File: src/hdl/stp_pkg.sv
package stp_pkg;

    // step_mode register codes; the unused code runs as microstep
    localparam logic [1:0] MODE_FULL  = 2'd0;
    localparam logic [1:0] MODE_HALF  = 2'd1;
    localparam logic [1:0] MODE_MICRO = 2'd2;

    // amp_kind codes
    localparam logic [1:0] KIND_MAX   = 2'd0;
    localparam logic [1:0] KIND_PAIR  = 2'd1;
    localparam logic [1:0] KIND_INDEX = 2'd2;

    // func codes
    localparam logic FUNC_STEP = 1'b0;
    localparam logic FUNC_OFF  = 1'b1;

    // dir codes
    localparam logic DIR_FWD = 1'b0;
    localparam logic DIR_REV = 1'b1;

    localparam int unsigned TDATA_IN_W  = 8;
    localparam int unsigned TDATA_OUT_W = 24;

    // full step bridge pattern
    function automatic logic [3:0] full_en(input logic [1:0] idx);
        logic [3:0] en;
        unique case (idx)
            2'd0:    en = 4'h9;
            2'd1:    en = 4'h5;
            2'd2:    en = 4'h6;
            default: en = 4'hA;
        endcase
        return en;
    endfunction

    // half step bridge pattern
    function automatic logic [3:0] half_en(input logic [2:0] idx);
        logic [3:0] en;
        unique case (idx)
            3'd0:    en = 4'h1;
            3'd1:    en = 4'h5;
            3'd2:    en = 4'h4;
            3'd3:    en = 4'h6;
            3'd4:    en = 4'h2;
            3'd5:    en = 4'hA;
            3'd6:    en = 4'h8;
            default: en = 4'h9;
        endcase
        return en;
    endfunction

    // half step coil A table: zero at positions 2 and 6
    function automatic logic [3:0] half_a(input logic [2:0] idx);
        return (idx[1:0] == 2'd2) ? 4'd0 : 4'd8;
    endfunction

    // half step coil B table: full only at positions 0 and 4
    function automatic logic [3:0] half_b(input logic [2:0] idx);
        return (idx[1:0] == 2'd0) ? 4'd8 : 4'd0;
    endfunction

endpackage

File: src/hdl/stepper_phase_sequencer.sv
// Bipolar stepper phase sequencer. Each request on the s_axis side is one command: a step
// (tuser = 0, tdata[0] = direction, 0 forward / 1 reverse) or drive off (tuser = 1). Every
// command yields exactly one result on the m_axis side: the four bridge enables and the
// amplitude selection for the current position of the mode held in step_mode (0 full step,
// 1 half step, 2 or 3 microstep at 32 positions), after which that mode's position index
// moves by one with wraparound; the other modes' indices keep their values. Drive off
// returns all zeros and resets every index. A command is taken every clock cycle while the
// output register can take it: the position update and table lookup sit between the index
// registers and one output register, and a new request is accepted whenever that register
// is empty or being drained in the same cycle; the result is valid in the cycle after.
// Write step_mode through cfg_wen / cfg_wdata only while no command is in flight.
module stepper_phase_sequencer (
    input  logic                                aclk,
    input  logic                                aresetn,
    // configuration: step_mode
    input  logic                                cfg_wen,
    input  logic [1:0]                          cfg_wdata,
    // command stream
    input  logic                                s_axis_tvalid,
    output logic                                s_axis_tready,
    input  logic [stp_pkg::TDATA_IN_W-1:0]      s_axis_tdata,   // [0] dir, [7:1] zero
    input  logic                                s_axis_tuser,   // [0] func
    // result stream
    output logic                                m_axis_tvalid,
    input  logic                                m_axis_tready,
    output logic [stp_pkg::TDATA_OUT_W-1:0]     m_axis_tdata,   // [3:0] enables, [7:4] amp_a,
                                                                // [11:8] amp_b,
                                                                // [16:12] micro_index,
                                                                // [23:17] zero
    output logic [1:0]                          m_axis_tuser    // [1:0] amp_kind
);
    import stp_pkg::*;

    logic [1:0] step_mode_reg;
    logic [1:0] full_index_reg, full_index_next;
    logic [2:0] half_index_reg, half_index_next;
    logic [4:0] micro_pos_reg,  micro_pos_next;

    logic                   m_valid_reg;
    logic [TDATA_OUT_W-1:0] m_data_reg;
    logic [1:0]             m_user_reg;

    logic       in_accept;
    logic       cmd_func;
    logic       cmd_dir;
    logic [3:0] en_next;
    logic [1:0] kind_next;
    logic [3:0] amp_a_next;
    logic [3:0] amp_b_next;
    logic [4:0] mi_next;

    // Output register frees up when it is empty or its result leaves this cycle.
    assign s_axis_tready = !m_valid_reg || m_axis_tready;
    assign in_accept     = s_axis_tvalid && s_axis_tready;
    assign cmd_func      = s_axis_tuser;
    assign cmd_dir       = s_axis_tdata[0];

    assign m_axis_tvalid = m_valid_reg;
    assign m_axis_tdata  = m_data_reg;
    assign m_axis_tuser  = m_user_reg;

    // Look up the current position, then advance or retreat the active mode's index.
    always_comb begin
        full_index_next = full_index_reg;
        half_index_next = half_index_reg;
        micro_pos_next  = micro_pos_reg;
        en_next         = 4'd0;
        kind_next       = KIND_MAX;
        amp_a_next      = 4'd0;
        amp_b_next      = 4'd0;
        mi_next         = 5'd0;
        if (cmd_func == FUNC_OFF) begin
            // drop the drive and home every index
            full_index_next = '0;
            half_index_next = '0;
            micro_pos_next  = '0;
        end else begin
            unique case (step_mode_reg)
                MODE_FULL: begin
                    en_next         = full_en(full_index_reg);
                    kind_next       = KIND_MAX;
                    full_index_next = (cmd_dir == DIR_REV) ? full_index_reg - 2'd1
                                                           : full_index_reg + 2'd1;
                end
                MODE_HALF: begin
                    en_next         = half_en(half_index_reg);
                    kind_next       = KIND_PAIR;
                    amp_a_next      = half_a(half_index_reg);
                    amp_b_next      = half_b(half_index_reg);
                    half_index_next = (cmd_dir == DIR_REV) ? half_index_reg - 3'd1
                                                           : half_index_reg + 3'd1;
                end
                default: begin
                    // microstep; the unused mode code runs here as well
                    en_next        = full_en(micro_pos_reg[4:3]);
                    kind_next      = KIND_INDEX;
                    mi_next        = micro_pos_reg;
                    micro_pos_next = (cmd_dir == DIR_REV) ? micro_pos_reg - 5'd1
                                                          : micro_pos_reg + 5'd1;
                end
            endcase
        end
    end

    // Control state and indices.
    always_ff @(posedge aclk) begin
        if (!aresetn) begin
            step_mode_reg  <= MODE_FULL;
            full_index_reg <= '0;
            half_index_reg <= '0;
            micro_pos_reg  <= '0;
            m_valid_reg    <= 1'b0;
        end else begin
            if (cfg_wen) begin
                step_mode_reg <= cfg_wdata;
            end
            if (in_accept) begin
                full_index_reg <= full_index_next;
                half_index_reg <= half_index_next;
                micro_pos_reg  <= micro_pos_next;
                m_valid_reg    <= 1'b1;
            end else if (m_axis_tready) begin
                m_valid_reg <= 1'b0;
            end
        end
    end

    // Result payload; hold while the sink stalls.
    always_ff @(posedge aclk) begin
        if (in_accept) begin
            m_data_reg <= {7'd0, mi_next, amp_b_next, amp_a_next, en_next};
            m_user_reg <= kind_next;
        end
    end

`ifndef SYNTHESIS
    // A drive off command homes all indices.
    assert property (@(posedge aclk) disable iff (!aresetn)
        (in_accept && cmd_func == FUNC_OFF) |=>
            (full_index_reg == '0 && half_index_reg == '0 && micro_pos_reg == '0))
        else $error("indices not cleared after drive off");

    // The output kind never carries the unused code.
    assert property (@(posedge aclk) disable iff (!aresetn)
        m_valid_reg |-> (m_user_reg == KIND_MAX || m_user_reg == KIND_PAIR ||
                         m_user_reg == KIND_INDEX))
        else $error("invalid amp_kind on output");

    // Coil pair fields are only nonzero for half step results.
    assert property (@(posedge aclk) disable iff (!aresetn)
        (m_valid_reg && m_user_reg != KIND_PAIR) |-> (m_data_reg[11:4] == 8'd0))
        else $error("coil pair set outside half step");

    // The microstep index only appears with a microstep result.
    assert property (@(posedge aclk) disable iff (!aresetn)
        (m_valid_reg && m_user_reg != KIND_INDEX) |-> (m_data_reg[16:12] == 5'd0))
        else $error("micro_index set outside microstep");

    // Indices move only when a request is taken.
    assert property (@(posedge aclk) disable iff (!aresetn)
        !$past(in_accept) |-> ($stable(full_index_reg) && $stable(half_index_reg) &&
                               $stable(micro_pos_reg)))
        else $error("index moved without a request");
`endif

endmodule

File: config.mk
export PLATFORM = sky130hd
export DESIGN_NAME = stepper_phase_sequencer
export DESIGN_NICKNAME = d
export VERILOG_FILES = /design/src/hdl/stp_pkg.sv /design/src/hdl/stepper_phase_sequencer.sv
export SDC_FILE = /design/constraint.sdc
export NUM_CORES = 1
export LEC_CHECK = 0
export BUFFER_PORTS_ARGS = -buffer_cell sky130_fd_sc_hd__buf_4
export CAP_MARGIN = 15
export CORE_ASPECT_RATIO = 0.6
export CORE_MARGIN = 8
export CORE_UTILIZATION = 56
export DETAILED_ROUTE_END_ITERATION = 16
export PLACE_DENSITY_LB_ADDON = 0.2
export SLEW_MARGIN = 20
export SYNTH_ARGS = -nofsm -noshare
export SYNTH_HDL_FRONTEND = slang
export SYNTH_SLANG_ARGS = --single-unit
File: constraint.sdc
create_clock -name aclk -period 5.5 [get_ports aclk]
set_input_delay 0.825 -clock aclk [delete_from_list [all_inputs] [get_ports aclk]]
set_output_delay 0.825 -clock aclk [all_outputs]
set_load 0.01 [all_outputs]
== Yosys cells after proc, flatten, opt, wreduce, memory -nomap -nowiden ==
Cells that the tools add are included.

* Bits of input ports: 16
* Logic and storage cells: 64
* Flip-flop bits (word level): 32

* Multiplexer cells: 18
* $add $sub $neg: 6
* Equality and inequality tests: 13
* Reduce and logical (&&, ||, !) cells: 17
* Bitwise operators: 1

{| class="wikitable"
|+ Operator list
! operator !! count
|-
| $pmux 4 s7 || 1
|-
| $pmux 4 s3 || 2
|-
| $mux 5 || 3
|-
| $eq 3x3->1 const B || 3
|-
| $mux 3 || 3
|-
| $logic_not 2->1 || 4
|-
| $mux 4 || 2
|-
| $pmux 4 s2 || 1
|-
| $eq 2x1->1 const B || 3
|-
| $eq 2x2->1 const B || 3
|-
| $eq 3x2->1 const B || 2
|-
| $mux 2 || 3
|-
| $reduce_and 2->1 || 3
|-
| $reduce_bool 2->1 || 3
|-
| $add 5x1->5 const B || 1
|-
| $sub 5x1->5 const B || 1
|-
| $pmux 2 s2 || 1
|-
| $reduce_or 2->1 || 2
|-
| $add 3x1->3 const B || 1
|-
| $eq 3x1->1 const B || 1
|-
| $logic_not 3->1 || 1
|-
| $reduce_or 3->1 || 1
|-
| $sub 3x1->3 const B || 1
|-
| $add 2x1->2 const B || 1
|-
| 7 further kinds || 8
|}

== Depth between registers and ports, before layout ==
Gate-level depths: netlist of run 1.

* Word-level depth: 4
* Mapped depth: 7
* Gate-level depth less buffers: 7

== Worst setup path after synthesis of run 1 ==
Ideal clock, no wire load.

* Path type: input to register
* Start: input s_axis_tdata[0] (netlist name)
* End: register micro_pos_reg[4]
* Data arrival time: 2.165 ns
* Slack: 3.205 ns
* Library setup time: 0.130 ns
* Stages: 7
* Cell sequence: clkbuf_1 > inv_1 > fa_1 > nor2b_1 > o22a_1 > xnor2_1 > o211ai_1

* Longest elaborated chain between the ends: 3

{| class="wikitable"
|+ RTL lines
! what !! line !! text
|-
| from (decl) || stepper_phase_sequencer.sv:21 || <nowiki>input logic [stp_pkg::TDATA_IN_W-1:0] s_axis_tdata,</nowiki>
|-
| $mux 5 || stepper_phase_sequencer.sv:98 || <nowiki>micro_pos_next = (cmd_dir == DIR_REV) ? micro_pos_reg - 5'd1</nowiki>
|-
| $mux 5 || stepper_phase_sequencer.sv:78 || <nowiki>unique case (step_mode_reg)</nowiki>
|-
| $mux 5 || stepper_phase_sequencer.sv:72 || <nowiki>if (cmd_func == FUNC_OFF) begin</nowiki>
|-
| to (signal assigned) || stepper_phase_sequencer.sv:120 || <nowiki>micro_pos_reg <= micro_pos_next;</nowiki>
|-
| to (decl) || stepper_phase_sequencer.sv:37 || <nowiki>logic [4:0] micro_pos_reg, micro_pos_next;</nowiki>
|}

Every way passes these cells. The select of a mux whose other input is x is not followed.
A chain may end at the register's enable or synchronous reset.

== Worst setup path in the final report of run 1 ==
* Start: input m_axis_tready
* End: output s_axis_tready

* Longest elaborated chain between the ends: 1

{| class="wikitable"
|+ RTL lines
! what !! line !! text
|-
| from (decl) || stepper_phase_sequencer.sv:25 || <nowiki>input logic m_axis_tready,</nowiki>
|-
| $logic_or 1x1->1 || stepper_phase_sequencer.sv:53 || <nowiki>assign s_axis_tready = !m_valid_reg || m_axis_tready;</nowiki>
|-
| to (decl) || stepper_phase_sequencer.sv:20 || <nowiki>output logic s_axis_tready,</nowiki>
|}

Every way passes these cells.

==> metrics.cfg, run 1 <==
[outcome]
status=completed

[critical_path]
end_kind=output port
critPathLaunchType=input pin
crit_arrival_ns=1.25
cp_cell_sequence=buf_4 > nand2b_4 > buf_4
path_class=in -> out
slowest_stage=nand2b_4
cp_common_cell=buf_4
path_max_fanout=7
slowest_delay_ns=0.16
cp.required_ns=4.68

[cts]
clock_latency_ns=0.27
cts_hold_buf=0
clkSinkCount=26
cts_max_level=1
cts_buffer_depth=2
cts_tree=done
cts_setup_buffers=0
cts_buffers=3
clk_pin_slew_ns=0.09
root_buffer=clkbuf_8
cts_resized=0

[yosys]
syn_area_per_cell_um2=9.83
synth-seq-cells=26
synth-edff-count=13
synth_area_leaders=edfxtp_1 (23%), dfxtp_1 (15%), ha_1 (13%), buf_4 (5.8%), nor2b_1 (4.4%)
yosys_warnings=0
syn-instance-count=172
ys_seq_area_share_pct=38.5
synth_top_flop_cell=edfxtp_1
yosysMostFrequentCell=ha_1
synth_top_area_share_pct=23.1
yosys-top-cells-count=ha_1 (17), buf_4 (13), dfxtp_1 (13), edfxtp_1 (13)
ys_types=42
netlist_area_um2=1690
yosysTopAreaCell=edfxtp_1
async_reset_ff_share_pct=0

[floorplanning]
ioPinCount=44
die_width_um=86.9
rows=15
fp.dieArea_um2=5090
coreArea_um2=2870
initial_utilization_pct=58.9
dieHeight_um=58.6

[routing]
vias_per_cell=5.34
drtIter0Drc=63
vias=1245
drc=0
drt-pass1-iter-count=4
totalWireLength_mm=3.10
drt.antenna.violating_nets=0
avgRoutedWirePerCell_um=13.3

[placement]
gp_congestion=0.845
portBuffers=23
post-dp-hpwl_mm=2.41
place_ws_ns=3.22

[cells_and_area]
nets=226
largest_reg_flops=11
drive_above_1_share_pct=17.3
area_growth_pct=11.8
antenna_cells=0

[timing]
skew_ns=0.00395
fin_hold_ws_ns=0.518
setup_violations=0
max_freq_mhz=482
slew_viol_final=0
min_period_over_period_pct=37.7
fin_crit_ns=2.07
finalWorstSetupSlack_ns=3.43
rsz0062_at_grt=no
hold_violations=0
setup-tns-final_ns=0

[power]
power_mw=0.439
ir_worst_vdd_mv=0.178
p_per_area_nw_per_um2=232
leakage_nw=0.798

[global_routing]
grtUsageTotal_pct=12.6
grt_pass1_vias=1186
overflow=0
grt_pass1_wl_mm=5.24
antenna_found_initial=0
grt_max_degree=23

[min_path]
min_path_type=reg -> reg

[run]
drv_cap=0

cell usage in the layout (no fill, tap or decap), drive strengths merged, types with 2 or more instances in the layout:
| cell type | count |
|---|---|
| ha | 17 |
| and2 | 8 |
| xor2 | 4 |
| or2 | 3 |
| edfxtp | 13 |
| nor2b | 12 |
| o211ai | 5 |
| o221ai | 2 |
| a21boi | 4 |
| o21ai | 4 |
| conb | 13 |
| buf | 23 |
| nand3 | 6 |
| o31ai | 2 |
| nor2 | 12 |
| nor3 | 4 |
| inv | 12 |
| dfxtp | 13 |
| nand2b | 4 |
| a32oi | 3 |
| a21oi | 3 |
| nand2 | 5 |
| clkbuf | 3 |
| mux2i | 4 |
layer usage:
metal  global-route usage (%)  share of wire [%]
met1                     16.5                 49
met2                     18.9                 40
met3                     4.30                9.7
met4                     4.62               0.81
met5                        0                  0
logic make-up after synthesis:
group	count (synthesis)	synth area share, %
DFF	26	38.5
and+or+nand+nor	56	18.5
adders and majority gates	18	13.8
other	1	0.222
AOI/OAI and AO/OA	30	13.0
buffers and inverters	32	11.1
xor gates and xnor gates	5	2.59
muxes	4	2.37
where the power goes:
part | total (mW) | leakage [nW] | internal [mW] | switching, mW
Combinational | 0.0656 | 0.525 | 0.0288 | 0.0368
Sequential | 0.219 | 0.237 | 0.213 | 0.00623
Clock | 0.155 | 0.0357 | 0.0973 | 0.0574
Total | 0.439 | 0.798 | 0.339 | 0.100
final cells by class:
cell class / count / area, µm²
clock buffers: 3 / 41.3
clock inverters: 1 / 30.0
fillers: 245 / 982
inverters: 12 / 45.0
multi-input cells: 126 / 897
flip-flops and latches: 26 / 651
well taps: 42 / 52.6
repair buffers: 23 / 173
worst max-delay path, delay by kind of cell:
family	cells	cell delay (ns)
buffers and inverters	2	0.26
AND/OR/NAND/NOR	1	0.16
per-stage QoR:
step / util, % / cell area, µm² / instances
floorplan: - / 1740 / 184
global placement: 63.3 / 1820 / 229
detailed placement: 63.3 / 1820 / 229
CTS: 65.8 / 1890 / 233
global route: 65.8 / 1890 / 233
finish: 65.8 / 1890 / 233
final timing paths:
check / slack (ns) / startpoint / end / depth (start not counted)
max: 3.43 / m_axis_tready / s_axis_tready / 3
min: 0.52 / half_index_reg[0]$_SDFFE_PN0P_ / half_index_reg[0]$_SDFFE_PN0P_ / 2
max reg2reg: 3.65 / half_index_reg[0]$_SDFFE_PN0P_ / m_axis_tdata[3]$_SDFFCE_PP0P_ / 7
min reg2reg: 0.52 / half_index_reg[0]$_SDFFE_PN0P_ / half_index_reg[0]$_SDFFE_PN0P_ / 2
Note: power is estimated with default switching activity, not from simulation.
==> inputs of run 2 (changes only) <==
--- a/config.mk
+++ b/config.mk
@@ -9,7 +9,7 @@
 export CAP_MARGIN = 15
 export CORE_ASPECT_RATIO = 0.6
 export CORE_MARGIN = 8
-export CORE_UTILIZATION = 56
+export CORE_UTILIZATION = 47
 export DETAILED_ROUTE_END_ITERATION = 16
 export PLACE_DENSITY_LB_ADDON = 0.2
 export SLEW_MARGIN = 20
==> constraint.sdc (replaced) <==
create_clock -name aclk -period 1.9 [get_ports aclk]
set_input_delay 0.285 -clock aclk [delete_from_list [all_inputs] [get_ports aclk]]
set_output_delay 0.285 -clock aclk [all_outputs]
set_load 0.01 [all_outputs]
==> metrics.cfg, run 2 (synthesis gave the netlist of run 1 again) <==
[outcome]
status=completed

[routing]
drc=0  ; unchanged
vias=1247  ; +0.16%
drtIter0Drc=54  ; -14%
vias_per_cell=5.24  ; -1.9%
totalWireLength_mm=3.41  ; +9.8%
drt.antenna.violating_nets=0  ; unchanged
drt-pass1-iter-count=4  ; unchanged
avgRoutedWirePerCell_um=14.3  ; +7.5%

[cts]
cts_buffers=3  ; unchanged
cts_setup_buffers=0  ; unchanged
cts_buffer_depth=2  ; unchanged
clock_latency_ns=0.26  ; about the same
clkSinkCount=26  ; unchanged
root_buffer=clkbuf_8
cts_tree=done
clk_pin_slew_ns=0.08  ; about the same
cts_max_level=1  ; unchanged
cts_hold_buf=0  ; unchanged

[critical_path]
critPathLaunchType=flop
end_kind=flop
worstReg2RegStart=half_index_reg[0]$_SDFFE_PN0P_
rrSetupSlack_ns=0.12  ; -3.53 ns
path_class=reg -> reg
ff2ff_path_depth=7  ; unchanged
reg2reg_to=m_axis_tdata[3]$_SDFFCE_PP0P_
cp.required_ns=2.03  ; -2.65 ns
crit_arrival_ns=1.91  ; +0.66 ns
path_max_fanout=5  ; -2

[min_path]
min_path_type=in -> reg
hold_depth=3  ; +1
worstHoldStart=cfg_wdata[0]
hold_end=step_mode_reg[0]$_SDFFE_PN0P_

[power]
ir_worst_vdd_mv=0.447  ; +150%
p_per_area_nw_per_um2=668  ; +190%
switchingPower_mw=0.290  ; +190%
power_mw=1.27  ; +190%
leakage_nw=0.793  ; -0.63%
comb_power_share_pct=15.1  ; +0.2 points
internal_power_mw=0.982  ; +190%
switching_share_pct=22.8  ; -0.067 points
power.share.clock_pct=35.0  ; -0.2 points
power_frac_seq_pct=49.9  ; about the same

[timing]
max_freq_mhz=562
skew_ns=0.00118  ; -0.00277 ns
setup_violations=0  ; unchanged
min_period_over_period_pct=93.6
slew_viol_final=0  ; unchanged
hold_violations=0  ; unchanged
fin_crit_ns=1.78
finalWorstSetupSlack_ns=0.121  ; -3.31 ns

[placement]
place_inst=234  ; +2.2%
gp_congestion=0.803  ; -5.0%
place_ws_ns=0.102  ; -3.12 ns
post-dp-hpwl_mm=2.65  ; +9.8%
portBuffers=23  ; unchanged

[global_routing]
grtUsageTotal_pct=11.5  ; -1.2 points
grt_pass1_wl_mm=5.57  ; +6.2%
grt_pass1_vias=1220  ; +2.9%
grt_max_degree=23  ; unchanged
overflow=0  ; unchanged
antenna_found_initial=0  ; unchanged

[floorplanning]
rows=17  ; +2
die_width_um=93.4  ; +7.5%
coreArea_um2=3550  ; +24%
ioPinCount=44  ; unchanged
initial_utilization_pct=47.6  ; -11 points
fp.dieArea_um2=5830  ; +15%
dieHeight_um=62.5  ; +6.7%

[cells_and_area]
fillers=333  ; +36%
nets=226  ; unchanged
drive_above_1_share_pct=19.4  ; +2.1 points
largest_reg_flops=11  ; unchanged
area_growth_pct=12.7
antenna_cells=0  ; unchanged
final_common_cell=buf_4
final_cells=238  ; +2.1%
fin_util_pct=53.6  ; -12 points
layout_common_cells=buf_4 (23), ha_1 (16), conb_1 (13), edfxtp_1 (13)

[run]
drv_cap=0  ; unchanged

[run 2: cell counts in the layout (fill, tap and decap cells not counted)]
Identical to the previous run, type by type.
[run 2: worst max path at each step]
stage	from	endpoint	slack [ns]	depth (start not counted)
finish	half_index_reg[0]$_SDFFE_PN0P_	m_axis_tdata[3]$_SDFFCE_PP0P_	0.12	7
global route	half_index_reg[0]$_SDFFE_PN0P_	m_axis_tdata[3]$_SDFFCE_PP0P_	-0.004	7
CTS	half_index_reg[0]$_SDFFE_PN0P_	m_axis_tdata[3]$_SDFFCE_PP0P_	0.07	7
detailed placement	half_index_reg[0]$_SDFFE_PN0P_	m_axis_tdata[3]$_SDFFCE_PP0P_	0.10	7
global placement	half_index_reg[0]$_SDFFE_PN0P_	m_axis_tdata[3]$_SDFFCE_PP0P_	0.15	7
floorplan	s_axis_tdata[0]	micro_pos_reg[4]$_SDFFE_PN0P_	0.15	7
[run 2: worst max-delay path: stages (launching register included)]
cell	delay, ns
dfxtp_2	0.36
inv_1	0.08
ha_2	0.22
ha_1	0.21
nor3_2	0.20
a21oi_1	0.09
a221o_1	0.33
a21oi_2	0.14
[run 2: layout make-up]
class | count | area (µm²) | share of cell area, %
inverter | 12 | 45.0 | 2.37
tap | 47 | 58.8 | 3.09
clock inverter | 1 | 30.0 | 1.58
sequential | 26 | 653 | 34.3
multi-input combinational | 126 | 903 | 47.4
clock buffer | 3 | 41.3 | 2.17
timing repair buffer | 23 | 173 | 9.07
[run 2: stage by stage]
step	hold slack, ns	cell area (µm²)	setup TNS [ns]
floorplan	0.424	1740	0
global placement	0.489	1820	0
detailed placement	0.492	1820	0
CTS	0.273	1900	0
global route	0.297	1900	-0.00428
finish	0.274	1900	0
[run 2: power by group through the flow]
stage | combinational [mW] | clock [mW] | sequential (mW)
after floorplan | 0.139 | 0 | 0.651
after global placement | 0.183 | 0 | 0.646
after detailed placement | 0.188 | 0 | 0.648
after CTS | 0.189 | 0.457 | 0.635
after global routing | 0.214 | 0.478 | 0.639
final | 0.192 | 0.446 | 0.635
[run 2: per-layer routing]
| metal | wire length [µm] | global-route usage [%] | up-vias |
|---|---|---|---|
| met4 | 42 | 2.99 | 0 |
| li1 | - | - | 604 |
| met1 | 1570 | 15.5 | 585 |
| met3 | 258 | 3.48 | 4 |
| met5 | 0 | 0 | - |
| met2 | 1540 | 17.2 | 54 |
[run 2: repair_timing]
item	in CTS	in global routing
resized for setup	0	4
endpoints found under the hold margin	0	0
endpoints found under the setup margin	0	1
==> inputs of run 3 (changes only) <==
--- a/config.mk
+++ b/config.mk
@@ -9,7 +9,7 @@
 export CAP_MARGIN = 15
 export CORE_ASPECT_RATIO = 0.6
 export CORE_MARGIN = 8
-export CORE_UTILIZATION = 47
+export CORE_UTILIZATION = 56
 export DETAILED_ROUTE_END_ITERATION = 16
 export PLACE_DENSITY_LB_ADDON = 0.2
 export SLEW_MARGIN = 20
==> constraint.sdc (replaced) <==
create_clock -name aclk -period 2.2 [get_ports aclk]
set_input_delay 0.33 -clock aclk [delete_from_list [all_inputs] [get_ports aclk]]
set_output_delay 0.33 -clock aclk [all_outputs]
set_load 0.01 [all_outputs]
==> metrics.cfg, run 3 (synthesis gave the netlist of run 1 again) <==
[outcome]
status=completed

[placement]
post-dp-hpwl_mm=2.41  ; -8.7%
placement.cell_area_um2=1830  ; about the same
portBuffers=23  ; unchanged
gp_congestion=0.864  ; +7.7%

[floorplanning]
die_width_um=86.9  ; -6.9%
initial_utilization_pct=58.9  ; +11 points
coreArea_um2=2870  ; -19%
dieHeight_um=58.6  ; -6.2%
ioPinCount=44  ; unchanged
rows=15  ; -2
fp.dieArea_um2=5090  ; -13%

[cells_and_area]
area_growth_pct=12.2
final_common_cell=buf_4
antenna_cells=0  ; unchanged
layout_common_cells=buf_4 (24), ha_1 (17), conb_1 (13), dfxtp_1 (13), edfxtp_1 (13)
largest_reg_flops=11  ; unchanged
fin_area_um2=1900  ; -0.39%
drive_above_1_share_pct=17.7  ; -1.7 points
nets=227  ; +0.44%

[min_path]
min_path_type=in -> reg
hold_depth=3  ; unchanged
worstHoldStart=cfg_wdata[1]
hold_end=step_mode_reg[1]$_SDFFE_PN0P_

[critical_path]
slowest_delay_ns=0.40  ; +0.04 ns
ff2ff_path_depth=7  ; unchanged
reg2reg_to=m_axis_tdata[3]$_SDFFCE_PP0P_
path_max_fanout=5  ; unchanged
worstReg2RegStart=half_index_reg[0]$_SDFFE_PN0P_
cp_top_family=compound AO/OA/AOI/OAI gates
critPathLaunchType=flop
cp_num_buf_inv=1  ; unchanged
end_kind=flop
crit_arrival_ns=1.98  ; +0.07 ns
rrSetupSlack_ns=0.34  ; +0.22 ns
cp_cell_sequence=inv_1 > ha_1 > ha_1 > nor3_2 > a21oi_1 > a221o_1 > a21oi_1
slowest_stage=dfxtp_1
cp.required_ns=2.32  ; +0.29 ns
path_class=reg -> reg

[routing]
drt.antenna.violating_nets=0  ; unchanged
totalWireLength_mm=3.13  ; -8.0%
avgRoutedWirePerCell_um=13.4  ; -6.4%
drt-pass1-iter-count=4  ; unchanged
vias_per_cell=5.24  ; about the same
drc=0  ; unchanged
vias=1225  ; -1.8%
drtIter0Drc=58  ; +7.4%

[global_routing]
overflow=0  ; unchanged
grt_pass1_vias=1203  ; -1.4%
grt_pass1_wl_mm=5.41  ; -2.9%
grt_max_degree=23  ; unchanged
grtUsageTotal_pct=13.1  ; +1.7 points
antenna_found_initial=0  ; unchanged

[power]
internal_power_mw=0.848  ; -14%
leakage_nw=0.803  ; +1.3%
power_frac_seq_pct=49.8  ; about the same
switching_share_pct=22.9  ; +0.072 points
switchingPower_mw=0.251  ; -13%
p_per_area_nw_per_um2=580  ; -13%
ir_worst_vdd_mv=0.309  ; -31%
comb_power_share_pct=14.9  ; -0.2 points
power.share.clock_pct=35.3  ; +0.3 points

[timing]
setup_violations=0  ; unchanged
slew_viol_final=0  ; unchanged
skew_ns=0.00593  ; +0.00475 ns
rsz0062_at_grt=no
fin_crit_ns=1.86  ; +0.0809 ns
setup-tns-final_ns=0  ; unchanged
max_freq_mhz=538  ; -4.3%
min_period_over_period_pct=84.5  ; -9.1 points
hold_violations=0  ; unchanged

[cts]
clk_pin_slew_ns=0.09  ; about the same
cts_tree=done
cts_max_level=1  ; unchanged
clkSinkCount=26  ; unchanged
cts_setup_buffers=0  ; unchanged
cts_hold_buf=0  ; unchanged
cts_buffer_depth=2  ; unchanged
root_buffer=clkbuf_8
cts_buffers=3  ; unchanged
cts_resized=0  ; unchanged
clock_latency_ns=0.27  ; about the same

[run]
drv_cap=0  ; unchanged

==> run 3: changes by cell type in the layout (fill, tap and decap cells not counted) <==
cell	change
dfxtp_2	-2
a21oi_1	+1
dfxtp_1	+2
a21oi_2	-1
buf_4	+1
ha_2	-1
ha_1	+1
==> run 3: cell type report <==
| cell class | instances | area [µm²] |
|---|---|---|
| clock buffer | 3 | 41.3 |
| clock inverter | 1 | 30.0 |
| fill | 225 | 975 |
| inverter | 12 | 45.0 |
| multi-input combinational | 126 | 897 |
| sequential | 26 | 651 |
| tap | 42 | 52.6 |
| timing repair buffer | 24 | 180 |
==> run 3: through the flow <==
stage	worst slack [ns]	hold slack (ns)	instances	power (mW)	util, %
after global routing	0.239	0.336	234	1.15	66.1
after detailed placement	0.385	0.503	230	0.721	63.6
after floorplan	0.400	0.463	184	0.682	-
after global placement	0.440	0.486	230	0.716	63.6
final	0.340	0.311	234	1.10	66.1
after CTS	0.355	0.312	234	1.11	66.1
==> run 3: worst max path at each step <==
stage / start / to / slack, ns / cells past startpoint
floorplan: s_axis_tdata[0] / micro_pos_reg[4]$_SDFFE_PN0P_ / 0.40 / 7
global placement: s_axis_tdata[0] / micro_pos_reg[4]$_SDFFE_PN0P_ / 0.44 / 7
detailed placement: half_index_reg[0]$_SDFFE_PN0P_ / m_axis_tdata[3]$_SDFFCE_PP0P_ / 0.38 / 7
CTS: half_index_reg[0]$_SDFFE_PN0P_ / m_axis_tdata[3]$_SDFFCE_PP0P_ / 0.36 / 7
global route: half_index_reg[0]$_SDFFE_PN0P_ / m_axis_tdata[3]$_SDFFCE_PP0P_ / 0.24 / 7
finish: half_index_reg[0]$_SDFFE_PN0P_ / m_axis_tdata[3]$_SDFFCE_PP0P_ / 0.34 / 7
==> run 3: tightest hold or removal path, stage by stage <==
cell and delay (ns):
buf_4 0.07, mux2i_1 0.05, nor2b_1 0.09
==> run 3: metal layers <==
layer  global-route usage [%]  up-vias  share of wire, %
met4                     3.65        0              0.86
met5                        0        -                 0
met3                     4.85        2               9.3
li1                         -      608                 -
met2                     20.0       62                40
met1                     17.0      553                50
==> run 3: power by group through the flow <==
stage / clock network, mW / registers [mW] / logic [mW]
4_1_cts: 0.397 / 0.547 / 0.164
5_1_grt: 0.419 / 0.552 / 0.184
2_1_floorplan: 0 / 0.563 / 0.120
6_report: 0.388 / 0.548 / 0.164
3_5_place_dp: 0 / 0.559 / 0.163
3_3_place_gp: 0 / 0.557 / 0.159
